==> src/design/pfa_pkg.sv <==
// Shared constants, codes and types for the paged frame allocator.
// Depends on nothing; imported by every module of the block.
package pfa_pkg;

    localparam int PAGE_OFFSET_BITS = 8;
    localparam int VIRT_PAGE_BITS   = 6;
    localparam int NUM_FRAMES       = 64;
    localparam int NUM_PROCS        = 8;

    localparam int OP_W   = 2;
    localparam int PID_W  = 4;
    localparam int SIZE_W = 15;
    localparam int ADDR_W = 14;
    localparam int DATA_W = 8;

    localparam int FRAME_BITS      = $clog2(NUM_FRAMES);
    localparam int CNT_BITS        = FRAME_BITS + 1;
    localparam int PROC_BITS       = (NUM_PROCS > 1) ? $clog2(NUM_PROCS) : 1;
    localparam int BRK_BITS        = VIRT_PAGE_BITS + 1;
    localparam int N_BITS          = SIZE_W + 1 - PAGE_OFFSET_BITS;
    localparam int PM_ADDR_BITS    = PROC_BITS + VIRT_PAGE_BITS;
    localparam int PM_DEPTH        = NUM_PROCS << VIRT_PAGE_BITS;
    localparam int STORE_ADDR_BITS = FRAME_BITS + PAGE_OFFSET_BITS;
    localparam int STORE_DEPTH     = NUM_FRAMES << PAGE_OFFSET_BITS;
    localparam int VIRT_PAGES      = 1 << VIRT_PAGE_BITS;
    localparam int CLR_DEPTH       = (STORE_DEPTH > PM_DEPTH) ? STORE_DEPTH : PM_DEPTH;
    localparam int CLR_BITS        = $clog2(CLR_DEPTH);

    localparam logic [OP_W-1:0] OP_ALLOC = 2'd0;
    localparam logic [OP_W-1:0] OP_FREE  = 2'd1;
    localparam logic [OP_W-1:0] OP_READ  = 2'd2;
    localparam logic [OP_W-1:0] OP_WRITE = 2'd3;

    typedef struct packed {
        logic [PID_W-1:0]      owner;
        logic [FRAME_BITS-1:0] seq;
        logic                  last;
    } frame_info_t;

    typedef struct packed {
        logic                  valid;
        logic [FRAME_BITS-1:0] frame;
    } pm_entry_t;

    typedef struct packed {
        logic load;
        logic clr_step;
        logic scan;
        logic idx_clr;
        logic idx_inc;
        logic cnt_inc;
        logic pick;
        logic alloc_fin;
        logic fr_from_map;
        logic fr_from_next;
        logic walk_clr;
        logic byte_wr;
        logic finish;
        logic fail;
        logic fin_region;
        logic fin_rdata;
    } pfa_cmd_t;

    typedef struct packed {
        logic            clr_last;
        logic            pid_ok;
        logic [OP_W-1:0] op;
        logic            alloc_bad;
        logic            n_zero;
        logic            frame_free;
        logic            cnt_hit;
        logic            idx_last;
        logic            map_valid;
        logic            owner_ok;
        logic            head_ok;
        logic            frame_last;
    } pfa_stat_t;

endpackage

==> src/design/pfa_ctrl.sv <==
// Controller of the paged frame allocator: sequences clearing, frame scans,
// chain walks and translations. Uses pfa_pkg; drives pfa_dp through pfa_cmd_t.
module pfa_ctrl
    import pfa_pkg::*;
(
    input  logic      clk,
    input  logic      rst_n,
    input  logic      start,
    output logic      busy,
    input  pfa_stat_t stat,
    output pfa_cmd_t  cmd
);

    typedef enum logic [14:0] {
        S_CLEAR  = 15'b000000000000001,
        S_IDLE   = 15'b000000000000010,
        S_DISP   = 15'b000000000000100,
        S_A_RD   = 15'b000000000001000,
        S_A_EV   = 15'b000000000010000,
        S_B_RD   = 15'b000000000100000,
        S_B_EV   = 15'b000000001000000,
        S_A_FIN  = 15'b000000010000000,
        S_M_CHK  = 15'b000000100000000,
        S_F_RD0  = 15'b000001000000000,
        S_F_EV0  = 15'b000010000000000,
        S_F_RD   = 15'b000100000000000,
        S_F_EV   = 15'b001000000000000,
        S_L_RD   = 15'b010000000000000,
        S_L_OWN  = 15'b100000000000000
    } state_t;

    state_t state_reg;
    state_t state_next;
    logic   data_reg;
    logic   data_next;

    always_comb
    begin
        state_next = state_reg;
        data_next  = 1'b0;
        cmd        = '0;
        case (state_reg)
            S_CLEAR:
            begin
                cmd.clr_step = 1'b1;
                if (stat.clr_last)
                begin
                    state_next = S_IDLE;
                end
            end
            S_IDLE:
            begin
                if (data_reg)
                begin
                    cmd.finish    = 1'b1;
                    cmd.fin_rdata = 1'b1;
                end
                else if (start)
                begin
                    cmd.load   = 1'b1;
                    state_next = S_DISP;
                end
            end
            S_DISP:
            begin
                if (!stat.pid_ok)
                begin
                    cmd.finish = 1'b1;
                    cmd.fail   = 1'b1;
                    state_next = S_IDLE;
                end
                else if (stat.op == OP_ALLOC)
                begin
                    if (stat.alloc_bad)
                    begin
                        cmd.finish = 1'b1;
                        cmd.fail   = 1'b1;
                        state_next = S_IDLE;
                    end
                    else if (stat.n_zero)
                    begin
                        cmd.finish     = 1'b1;
                        cmd.fin_region = 1'b1;
                        state_next     = S_IDLE;
                    end
                    else
                    begin
                        cmd.idx_clr = 1'b1;
                        state_next  = S_A_RD;
                    end
                end
                else
                begin
                    state_next = S_M_CHK;
                end
            end
            S_A_RD:
            begin
                cmd.scan   = 1'b1;
                state_next = S_A_EV;
            end
            S_A_EV:
            begin
                if (stat.frame_free && stat.cnt_hit)
                begin
                    cmd.idx_clr = 1'b1;
                    state_next  = S_B_RD;
                end
                else if (stat.idx_last)
                begin
                    cmd.finish = 1'b1;
                    cmd.fail   = 1'b1;
                    state_next = S_IDLE;
                end
                else
                begin
                    cmd.idx_inc = 1'b1;
                    cmd.cnt_inc = stat.frame_free;
                    state_next  = S_A_RD;
                end
            end
            S_B_RD:
            begin
                cmd.scan   = 1'b1;
                state_next = S_B_EV;
            end
            S_B_EV:
            begin
                cmd.pick = stat.frame_free;
                if (stat.frame_free && stat.cnt_hit)
                begin
                    state_next = S_A_FIN;
                end
                else
                begin
                    cmd.idx_inc = 1'b1;
                    state_next  = S_B_RD;
                end
            end
            S_A_FIN:
            begin
                cmd.alloc_fin  = 1'b1;
                cmd.finish     = 1'b1;
                cmd.fin_region = 1'b1;
                state_next     = S_IDLE;
            end
            S_M_CHK:
            begin
                if (!stat.map_valid)
                begin
                    cmd.finish = 1'b1;
                    cmd.fail   = 1'b1;
                    state_next = S_IDLE;
                end
                else
                begin
                    cmd.fr_from_map = 1'b1;
                    cmd.idx_clr     = 1'b1;
                    state_next      = (stat.op == OP_FREE) ? S_F_RD0 : S_L_RD;
                end
            end
            S_F_RD0:
            begin
                state_next = S_F_EV0;
            end
            S_F_RD:
            begin
                state_next = S_F_EV;
            end
            S_F_EV0, S_F_EV:
            begin
                if ((state_reg == S_F_EV0) && !stat.head_ok)
                begin
                    cmd.finish = 1'b1;
                    cmd.fail   = 1'b1;
                    state_next = S_IDLE;
                end
                else
                begin
                    cmd.walk_clr = 1'b1;
                    if (stat.frame_last || stat.idx_last)
                    begin
                        cmd.finish = 1'b1;
                        state_next = S_IDLE;
                    end
                    else
                    begin
                        cmd.idx_inc      = 1'b1;
                        cmd.fr_from_next = 1'b1;
                        state_next       = S_F_RD;
                    end
                end
            end
            S_L_RD:
            begin
                state_next = S_L_OWN;
            end
            S_L_OWN:
            begin
                if (!stat.owner_ok)
                begin
                    cmd.finish = 1'b1;
                    cmd.fail   = 1'b1;
                    state_next = S_IDLE;
                end
                else if (stat.op == OP_WRITE)
                begin
                    cmd.byte_wr = 1'b1;
                    cmd.finish  = 1'b1;
                    state_next  = S_IDLE;
                end
                else
                begin
                    data_next  = 1'b1;
                    state_next = S_IDLE;
                end
            end
            default:
            begin
                state_next = S_IDLE;
            end
        endcase
    end

    always_ff @(posedge clk or negedge rst_n)
    begin
        if (!rst_n)
        begin
            state_reg <= S_CLEAR;
            data_reg  <= 1'b0;
        end
        else
        begin
            state_reg <= state_next;
            data_reg  <= data_next;
        end
    end

    assign busy = (state_reg != S_IDLE) || data_reg;

endmodule

==> config.mk <==
export PLATFORM = sky130hd
export DESIGN_NAME = pfa_ctrl
export DESIGN_NICKNAME = d
export VERILOG_FILES = /design/src/design/pfa_pkg.sv /design/src/design/pfa_ctrl.sv
export SDC_FILE = /design/constraint.sdc
export NUM_CORES = 1
export LEC_CHECK = 0
export BUFFER_PORTS_ARGS = -buffer_cell sky130_fd_sc_hd__clkbuf_2
export CORE_UTILIZATION = 40
export CTS_BUF_LIST = sky130_fd_sc_hd__clkbuf_8
export CTS_CLUSTER_DIAMETER = 100
export DETAILED_ROUTE_END_ITERATION = 10
export PLACE_DENSITY_LB_ADDON = 0.3
export REMOVE_ABC_BUFFERS = 1
export SLEW_MARGIN = 20
export SYNTH_ARGS = -nofsm -noshare
export SYNTH_HDL_FRONTEND = slang
export SYNTH_SLANG_ARGS = --single-unit
export TNS_END_PERCENT = 30
==> constraint.sdc <==
create_clock -name clk -period 2.7 [get_ports clk]
set_input_delay 0.54 -clock clk [delete_from_list [all_inputs] [get_ports clk]]
set_output_delay 0.54 -clock clk [all_outputs]
set_load 0.05 [all_outputs]
==> metrics.txt, run 1 <==
outcome=complete, but fails checks; failing checks=negative setup slack; number of max-cap violations=0; clock sinks=16; post-synthesis compound-gate area fraction=12.0%; die width=55.6 um; Tmin final=2840 ps; Simple-Gate Fraction of Synth Area=43.7%; vias in the first global route=1306; Initial Util=42.1%; final core occ=61.7%; ANT nets after route=0; core area=2730 um2; GRT Total Usage=23.6%; Port-buffer cells=32; Pre-antenna DRT Iters=4; mux cell area share after synthesis=1.74%; fin crit share=105%; number of flip-flops in the largest register=15; Fillers=212; cell count after synthesis=135; Die H=55.6 um; placed cell area=1470 um2; mean number of vias per cell=5.71; CP max FO=3; Critical Path Slowest Stage Cell=or4_4; Netlist cell types=43; gpl congestion=0.984; Adder-Cell Fraction of Synth Area=0%; Longest Clk Path Bufs=2; fmax=352 MHz; setup ws final=-139 ps; biggest cell delay along the critical path=450 ps; Arrival @ worst endpoint=2300 ps; Site Rows=19; final hold viol count=0; crit path cell chain=nor4_4 -> nand4_2 -> or2_1 -> or4_4 -> o211ai_1 -> clkbuf_8; WHS=207 ps; Crit path buffers/inverters=1; post-layout instance area=1690 um2; Final HPWL DP=2520 um; Synth Register Bits=16; asr flop ratio synth=100%; Max VDD drop=0.424 mV; DIE AREA=3100 um2; total gr overflow=0; Hold WC Path Type=input pin to async pin; I/O Pins=33; final non-filler cell total=224; endpoints failing setup=3; clock buffer count from CTS=3; Post-synth EDFFs=0; clk_lat worst skew=260 ps; P_leak=0.000843 uW; mapped cell area=1150 um2; Synth Flop Type=dfrtp_1; CTS root buffer=clkbuf_8; Post-layout nets=210; Required @ worst endpoint=2160 ps; most common cell after layout, fill and taps aside=buf_4; final wirelength=3420 um; PwrDens=562 nW/um2; via count=1278; wire length per cell=15.3 um; Placed Cells=213; DRT iter0 DRCs=50; Mapped Avg Cell Area=8.53 um2; Pins Over Slew Limit=0; Worst Max-Slew Pin Slew=426 ps; Post-Synth XOR/XNOR Area=3.04%; register area share after synthesis=34.9%; clk slew on worst S/H paths=70 ps; Remaining DRCs=0; element type at the critical path start=flop; top cell family by delay on the critical path=simple AND/OR/NAND/NOR gates; critical path class=flop to output pin; YS warnings=0; main combinational cell family by area after synthesis=simple AND/OR/NAND/NOR gates; initial antenna violation count=0; global-route wire length before repair=5730 um; most frequent cells in the layout=buf_4, clkbuf_2, nor2_1, dfrtp_1, nand2_1; # diodes=0; Setup crit end kind=output pin; TritonCTS clock tree=done; synthesis-to-layout area growth=46.6%; RSZ-0062 raised after global routing=yes; pin count of the biggest net entering global routing=17; htree depth=1; Clock Skew=3.23 ps; layout cells sized above 1=44.0%; relative slew slack=71.6%
kinds of logic after synthesis:
kind of cell	after synthesis
XOR/XNOR	4
AND/OR/NAND/NOR	80
flip-flops	16
buffers and inverters	12
multiplexers	2
AO/OA/AOI/OAI	21
stage by stage:
stage | setup TNS (ps) | total power [uW] | worst slack (ps)
after CTS | -326 | 909 | -95.9
final | -256 | 949 | -139
after global routing | -552 | 997 | -211
after floorplan | -3680 | 536 | -873
after global placement | 0 | 650 | 6.23
after detailed placement | -28.8 | 657 | -28.8
where the power goes:
group	total, uW	internal, uW	switching (uW)
registers	286	257	29.2
logic	442	200	242
clock network	222	130	91.9
synth_stat cells (3+ instances only):
library cell  number  area (um2)
nor2_1            19        71.3
dfrtp_1           15         375
nand2_1           10        37.5
inv_1              9        33.8
a21oi_1            4        20.0
and3_1             4        25.0
nand2b_1           4        25.0
nand3_1            4        20.0
nand4b_1           4        35.0
nor3_1             4        20.0
nor4b_1            4        35.0
o21ai_0            4        20.0
or2_2              4        25.0
nor2b_1            3        18.8
nor3b_1            3        22.5
nor4_1             3        18.8
xor2_1             3        26.3
timing repair:
item / in CTS / in global routing
hold endpoints to repair: 0 / 0
gates resized for setup: 22 / 11
hold buffers: 0 / 0
pin swaps: 6 / 3
setup endpoints to repair: 8 / 11
buffers inserted: 3 / 4
layout make-up:
type | count | area, um2 | area share, %
clock buffers | 4 | 55.1 | 3.26
repair buffers | 57 | 394 | 23.4
inverters | 9 | 33.8 | 2.00
flip-flops and latches | 16 | 407 | 24.1
multi-input cells | 107 | 759 | 45.0
well taps | 31 | 38.8 | 2.30
metal layers:
layer / track usage (%) / up-vias / wire length, um
met1: 27.7 / 601 / 1420
met4: 8.21 / 0 / 69
met5: 0 / - / 0
met2: 43.2 / 57 / 1730
met3: 3.72 / 8 / 201
li1: - / 612 / -
final timing paths:
| kind | startpoint | end | slack (ps) | cells past startpoint |
|---|---|---|---|---|
| setup / recovery | state_reg[9]$_DFFE_PN0P_ | cmd[12] | -140 | 6 |
| hold / removal | rst_n | state_reg[4]$_DFFE_PN0P_ | 210 | 1 |
| setup reg to reg | state_reg[0]$_DFFE_PN1P_ | state_reg[1]$_DFFE_PN0P_ | 650 | 7 |
| hold reg to reg | data_reg$_DFF_PN0_ | state_reg[2]$_DFFE_PN0P_ | 490 | 1 |
| max in group asynchronous | rst_n | state_reg[0]$_DFFE_PN1P_ | 2170 | 1 |
| min in group clk | stat[12] | state_reg[0]$_DFFE_PN1P_ | 410 | 2 |
(Power assumes the default switching activity.)
==> inputs of run 2 (changes only) <==
BUFFER_PORTS_ARGS = not set   (was -buffer_cell sky130_fd_sc_hd__clkbuf_2)
DONT_BUFFER_PORTS = 1   (was not set)
SETUP_SLACK_MARGIN = 0.1   (was not set)
==> metrics.txt, run 2 (same netlist as run 1, synthesis figures left out) <==
setup ws final=-138 ps; most common cell after layout, fill and taps aside=buf_4; Initial Util=42.1%; synthesis-to-layout area growth=52.2%; Total Power=1020 uW; Longest Clk Path Bufs=2; DIE AREA=3100 um2; Remaining DRCs=0; combinational power share=52.0%; die width=55.6 um; Clock Skew=1.60 ps; Site Rows=19; Worst R2R End=state_reg[1]$_DFFE_PN0P_; Pins Over Slew Limit=0; Port-buffer cells=0; wire length per cell=18.8 um; Tmin final=2840 ps; mean number of vias per cell=6.11; PwrDens=580 nW/um2; fmax=352 MHz; gpl congestion=0.820; via count=1271; layout cells sized above 1=41.2%; DRT iter0 DRCs=57; final wirelength=3910 um; power share of the sequential group=26.2%; initial antenna violation count=0; most frequent cells in the layout=buf_4, nor2_1, dfrtp_1, buf_6; CTS root buffer=clkbuf_8; Worst Reg2Reg Path Length in Cells=7; final hold viol count=0; R2R setup slack=510 ps; GRT Total Usage=26.8%; clk slew on worst S/H paths=70 ps; CP max FO=3; endpoints failing setup=6; failing checks=negative setup slack; Hold WC Path Type=input pin to async pin; outcome=complete, but fails checks; Switching Share=37.7%; Post-layout nets=194; RSZ-0062 raised after global routing=yes; Fillers=203; P_int=633 uW; pin count of the biggest net entering global routing=16; number of max-cap violations=0; core area=2730 um2; element type at the critical path start=flop; P_leak=0.000815 uW; clock sinks=16; ANT nets after route=0; vias in the first global route=1369; Net Switching=383 uW; Required @ worst endpoint=2160 ps; # diodes=0; total gr overflow=0; Reg2Reg Launch Point=state_reg[11]$_DFFE_PN0P_; clk_lat worst skew=260 ps; clock buffer count from CTS=3; final core occ=64.1%; Arrival @ worst endpoint=2300 ps; Pre-antenna DRT Iters=4; Clock Power Share=21.8%; htree depth=1; I/O Pins=33; fin crit share=105%; critical path class=flop to output pin; TritonCTS clock tree=done; number of flip-flops in the largest register=15; Worst Max-Slew Pin Slew=728 ps; relative slew slack=51.3%; Final HPWL DP=2450 um; Max VDD drop=0.511 mV; Setup crit end kind=output pin; global-route wire length before repair=6380 um; Die H=55.6 um
==> run 2: cell types whose count changed in the layout (fill, tap and decap cells not counted), sizes merged <==
cell         before  now
dlygate4sd3       0    1
clkbuf           30    4
buf              31   40
==> run 2: repair_timing <==
item | in CTS | in global routing
pin swaps | 16 | 14
buffers inserted | 12 | 1
hold endpoints to repair | 15 | 0
hold buffers | 1 | 0
setup endpoints to repair | 13 | 14
resized for setup | 28 | 9
==> run 2: layer usage <==
metal  wire length, um  GRT usage, %  share of wire, %
met3               280          6.05               7.2
met5                 0             0                 0
met2              2040          47.0                52
met1              1470          30.6                38
met4               118          13.2               3.0
==> run 2: cell type report <==
type | instances | area [um2] | area share (%)
timing repair buffer | 41 | 389 | 22.2
multi-input combinational | 107 | 831 | 47.4
sequential | 16 | 404 | 23.1
clock buffer | 4 | 55.1 | 3.14
tap | 31 | 38.8 | 2.21
inverter | 9 | 33.8 | 1.93
==> run 2: critical path: stages, from the launching register on <==
cell	delay, ps
dfrtp_1	410
nor4_4	390
nand4_2	150
or2_1	260
or4_4	430
o211ai_1	170
buf_4	220
==> run 2: worst max path at each step <==
| stage | startpoint | to | cells after the start |
|---|---|---|---|
| after floorplan | state_reg[1]$_DFFE_PN0P_ | cmd[11] | 5 |
| after detailed placement | state_reg[1]$_DFFE_PN0P_ | cmd[11] | 6 |
| final | state_reg[9]$_DFFE_PN0P_ | cmd[12] | 6 |
| after global placement | state_reg[1]$_DFFE_PN0P_ | cmd[11] | 6 |
| after CTS | state_reg[10]$_DFFE_PN0P_ | cmd[12] | 6 |
| after global routing | state_reg[1]$_DFFE_PN0P_ | cmd[12] | 6 |
==> run 2: power by group through the flow <==
stage,registers [uW],clock network (uW),logic [uW]
5_1_grt,268,232,562
2_1_floorplan,282,0,254
4_1_cts,265,218,465
3_3_place_gp,268,0,366
3_5_place_dp,269,0,371
6_report,266,222,528
==> run 2: stage by stage <==
step	setup TNS, ps	cells	hold slack [ps]	setup slack (ps)	instance area (um2)
finish	-382	208	120	-138	1750
global route	-1030	208	111	-200	1750
CTS	-137	207	121	-90.2	1710
detailed placement	0	190	245	50.0	1420
global placement	0	190	245	82.5	1420
floorplan	-3680	132	244	-873	1130
==> inputs of run 3 (changes only) <==
CORE_ASPECT_RATIO = 0.75   (was not set)
==> metrics.txt, run 3 (same netlist as run 1, synthesis figures left out) <==
DRT iter0 DRCs=75; final non-filler cell total=220; pin count of the biggest net entering global routing=16; failing checks=negative setup slack; final wirelength=3900 um; Worst Max-Slew Pin Slew=722 ps; DIE AREA=3100 um2; endpoints failing setup=3; synthesis-to-layout area growth=60.0%; Site Rows=16; Placed Cells=198; clk_lat worst skew=250 ps; CTS root buffer=clkbuf_8; Port-buffer cells=0; Hold WC Path Type=input pin to async pin; mean number of vias per cell=6.01; die width=63.9 um; dpl ws=52.1 ps; vias in the first global route=1251; Longest Clk Path Bufs=2; Pre-antenna DRT Iters=4; critical path class=flop to output pin; number of max-cap violations=0; setup ws final=-86.8 ps; Storage cell area=408 um2; area of the multi-input gates=880 um2; Arrival @ worst endpoint=2250 ps; Total Power=1020 uW; clk slew on worst S/H paths=70 ps; relative slew slack=51.7%; Post-layout nets=200; clock buffer count from CTS=3; clock sinks=16; final hold viol count=0; gpl congestion=0.901; Setup crit end kind=output pin; Tmin final=2790 ps; most frequent cells in the layout=buf_4, nor2_1, dfrtp_1, buf_6; RSZ-0062 raised after global routing=yes; most common cell after layout, fill and taps aside=buf_4; Reg2Reg Launch Point=state_reg[13]$_DFFE_PN0P_; fmax=359 MHz; total gr overflow=0; number of flip-flops in the largest register=15; fin crit share=103%; Initial Util=43.2%; via count=1323; ANT nets after route=0; core area=2660 um2; PwrDens=556 nW/um2; setup_tns=-161 ps; element type at the critical path start=flop; final core occ=69.2%; TritonCTS clock tree=done; Fillers=181; initial antenna violation count=1; P_leak=0.000836 uW; CP max FO=3; outcome=complete, but fails checks; Max VDD drop=0.417 mV; GRT Total Usage=24.6%; Remaining DRCs=0; Final HPWL DP=2520 um; Pins Over Slew Limit=0; Clock Skew=3.66 ps; Required @ worst endpoint=2160 ps; I/O Pins=33; wire length per cell=17.7 um; Die H=48.5 um; layout cells sized above 1=47.5%; global-route wire length before repair=5870 um; htree depth=1; crit path from=state_reg[9]$_DFFE_PN0P_
==> run 3: critical path: stages, from the launching register on <==
cell      delay [ps]
dfrtp_1          410
nor4_4           340
nand4_2          150
or2_1            250
or4_4            440
o211ai_1         180
buf_4            220
==> run 3: path summary, 6_finish.rpt <==
check                                            to  slack (ps)  cells after the start
max in group asynchronous  state_reg[7]$_DFFE_PN0P_        1410                      1
setup / recovery                            cmd[12]         -90                      6
hold / removal             state_reg[0]$_DFFE_PN1P_         120                      0
min in group clk           state_reg[0]$_DFFE_PN1P_         330                      1
setup reg to reg           state_reg[1]$_DFFE_PN0P_         470                      8
hold reg to reg            state_reg[2]$_DFFE_PN0P_         610                      1
==> run 3: area by class of cell <==
type	instances	share of cell area, %
Timing Repair Buffer	47	22.5
Inverter	9	2.04
Tap cell	36	2.45
Clock buffer	4	2.99
Sequential cell	16	22.1
Multi-Input combinational cell	107	47.8
Antenna cell	1	0.136
==> run 3: power by group <==
part	total [uW]	internal, uW	switching [uW]
Clock	214	129	84.3
Sequential	287	257	29.8
Combinational	524	252	272
Total	1020	639	386
==> run 3: layer usage <==
layer | routed length [um] | part of all wire, % | track usage (%)
met4 | 105 | 2.7 | 9.47
met2 | 1840 | 47 | 39.2
met1 | 1600 | 41 | 30.7
met3 | 359 | 9.2 | 8.49
met5 | 0 | 0 | 0
==> run 3: repair_timing <==
item                                   in CTS  in global routing
hold buffers                                1                  0
pin swaps                                   9                 14
resized for setup                          25                 20
setup buffers                               8                  8
endpoints found under the hold margin      15                  0
setup endpoints to repair                  10                 13
==> run 3: per-stage QoR <==
step	area, um2	hold slack (ps)
4_1_cts	1690	125
3_5_place_dp	1440	245
2_1_floorplan	1130	244
6_report	1840	125
3_3_place_gp	1440	245
5_1_grt	1840	116
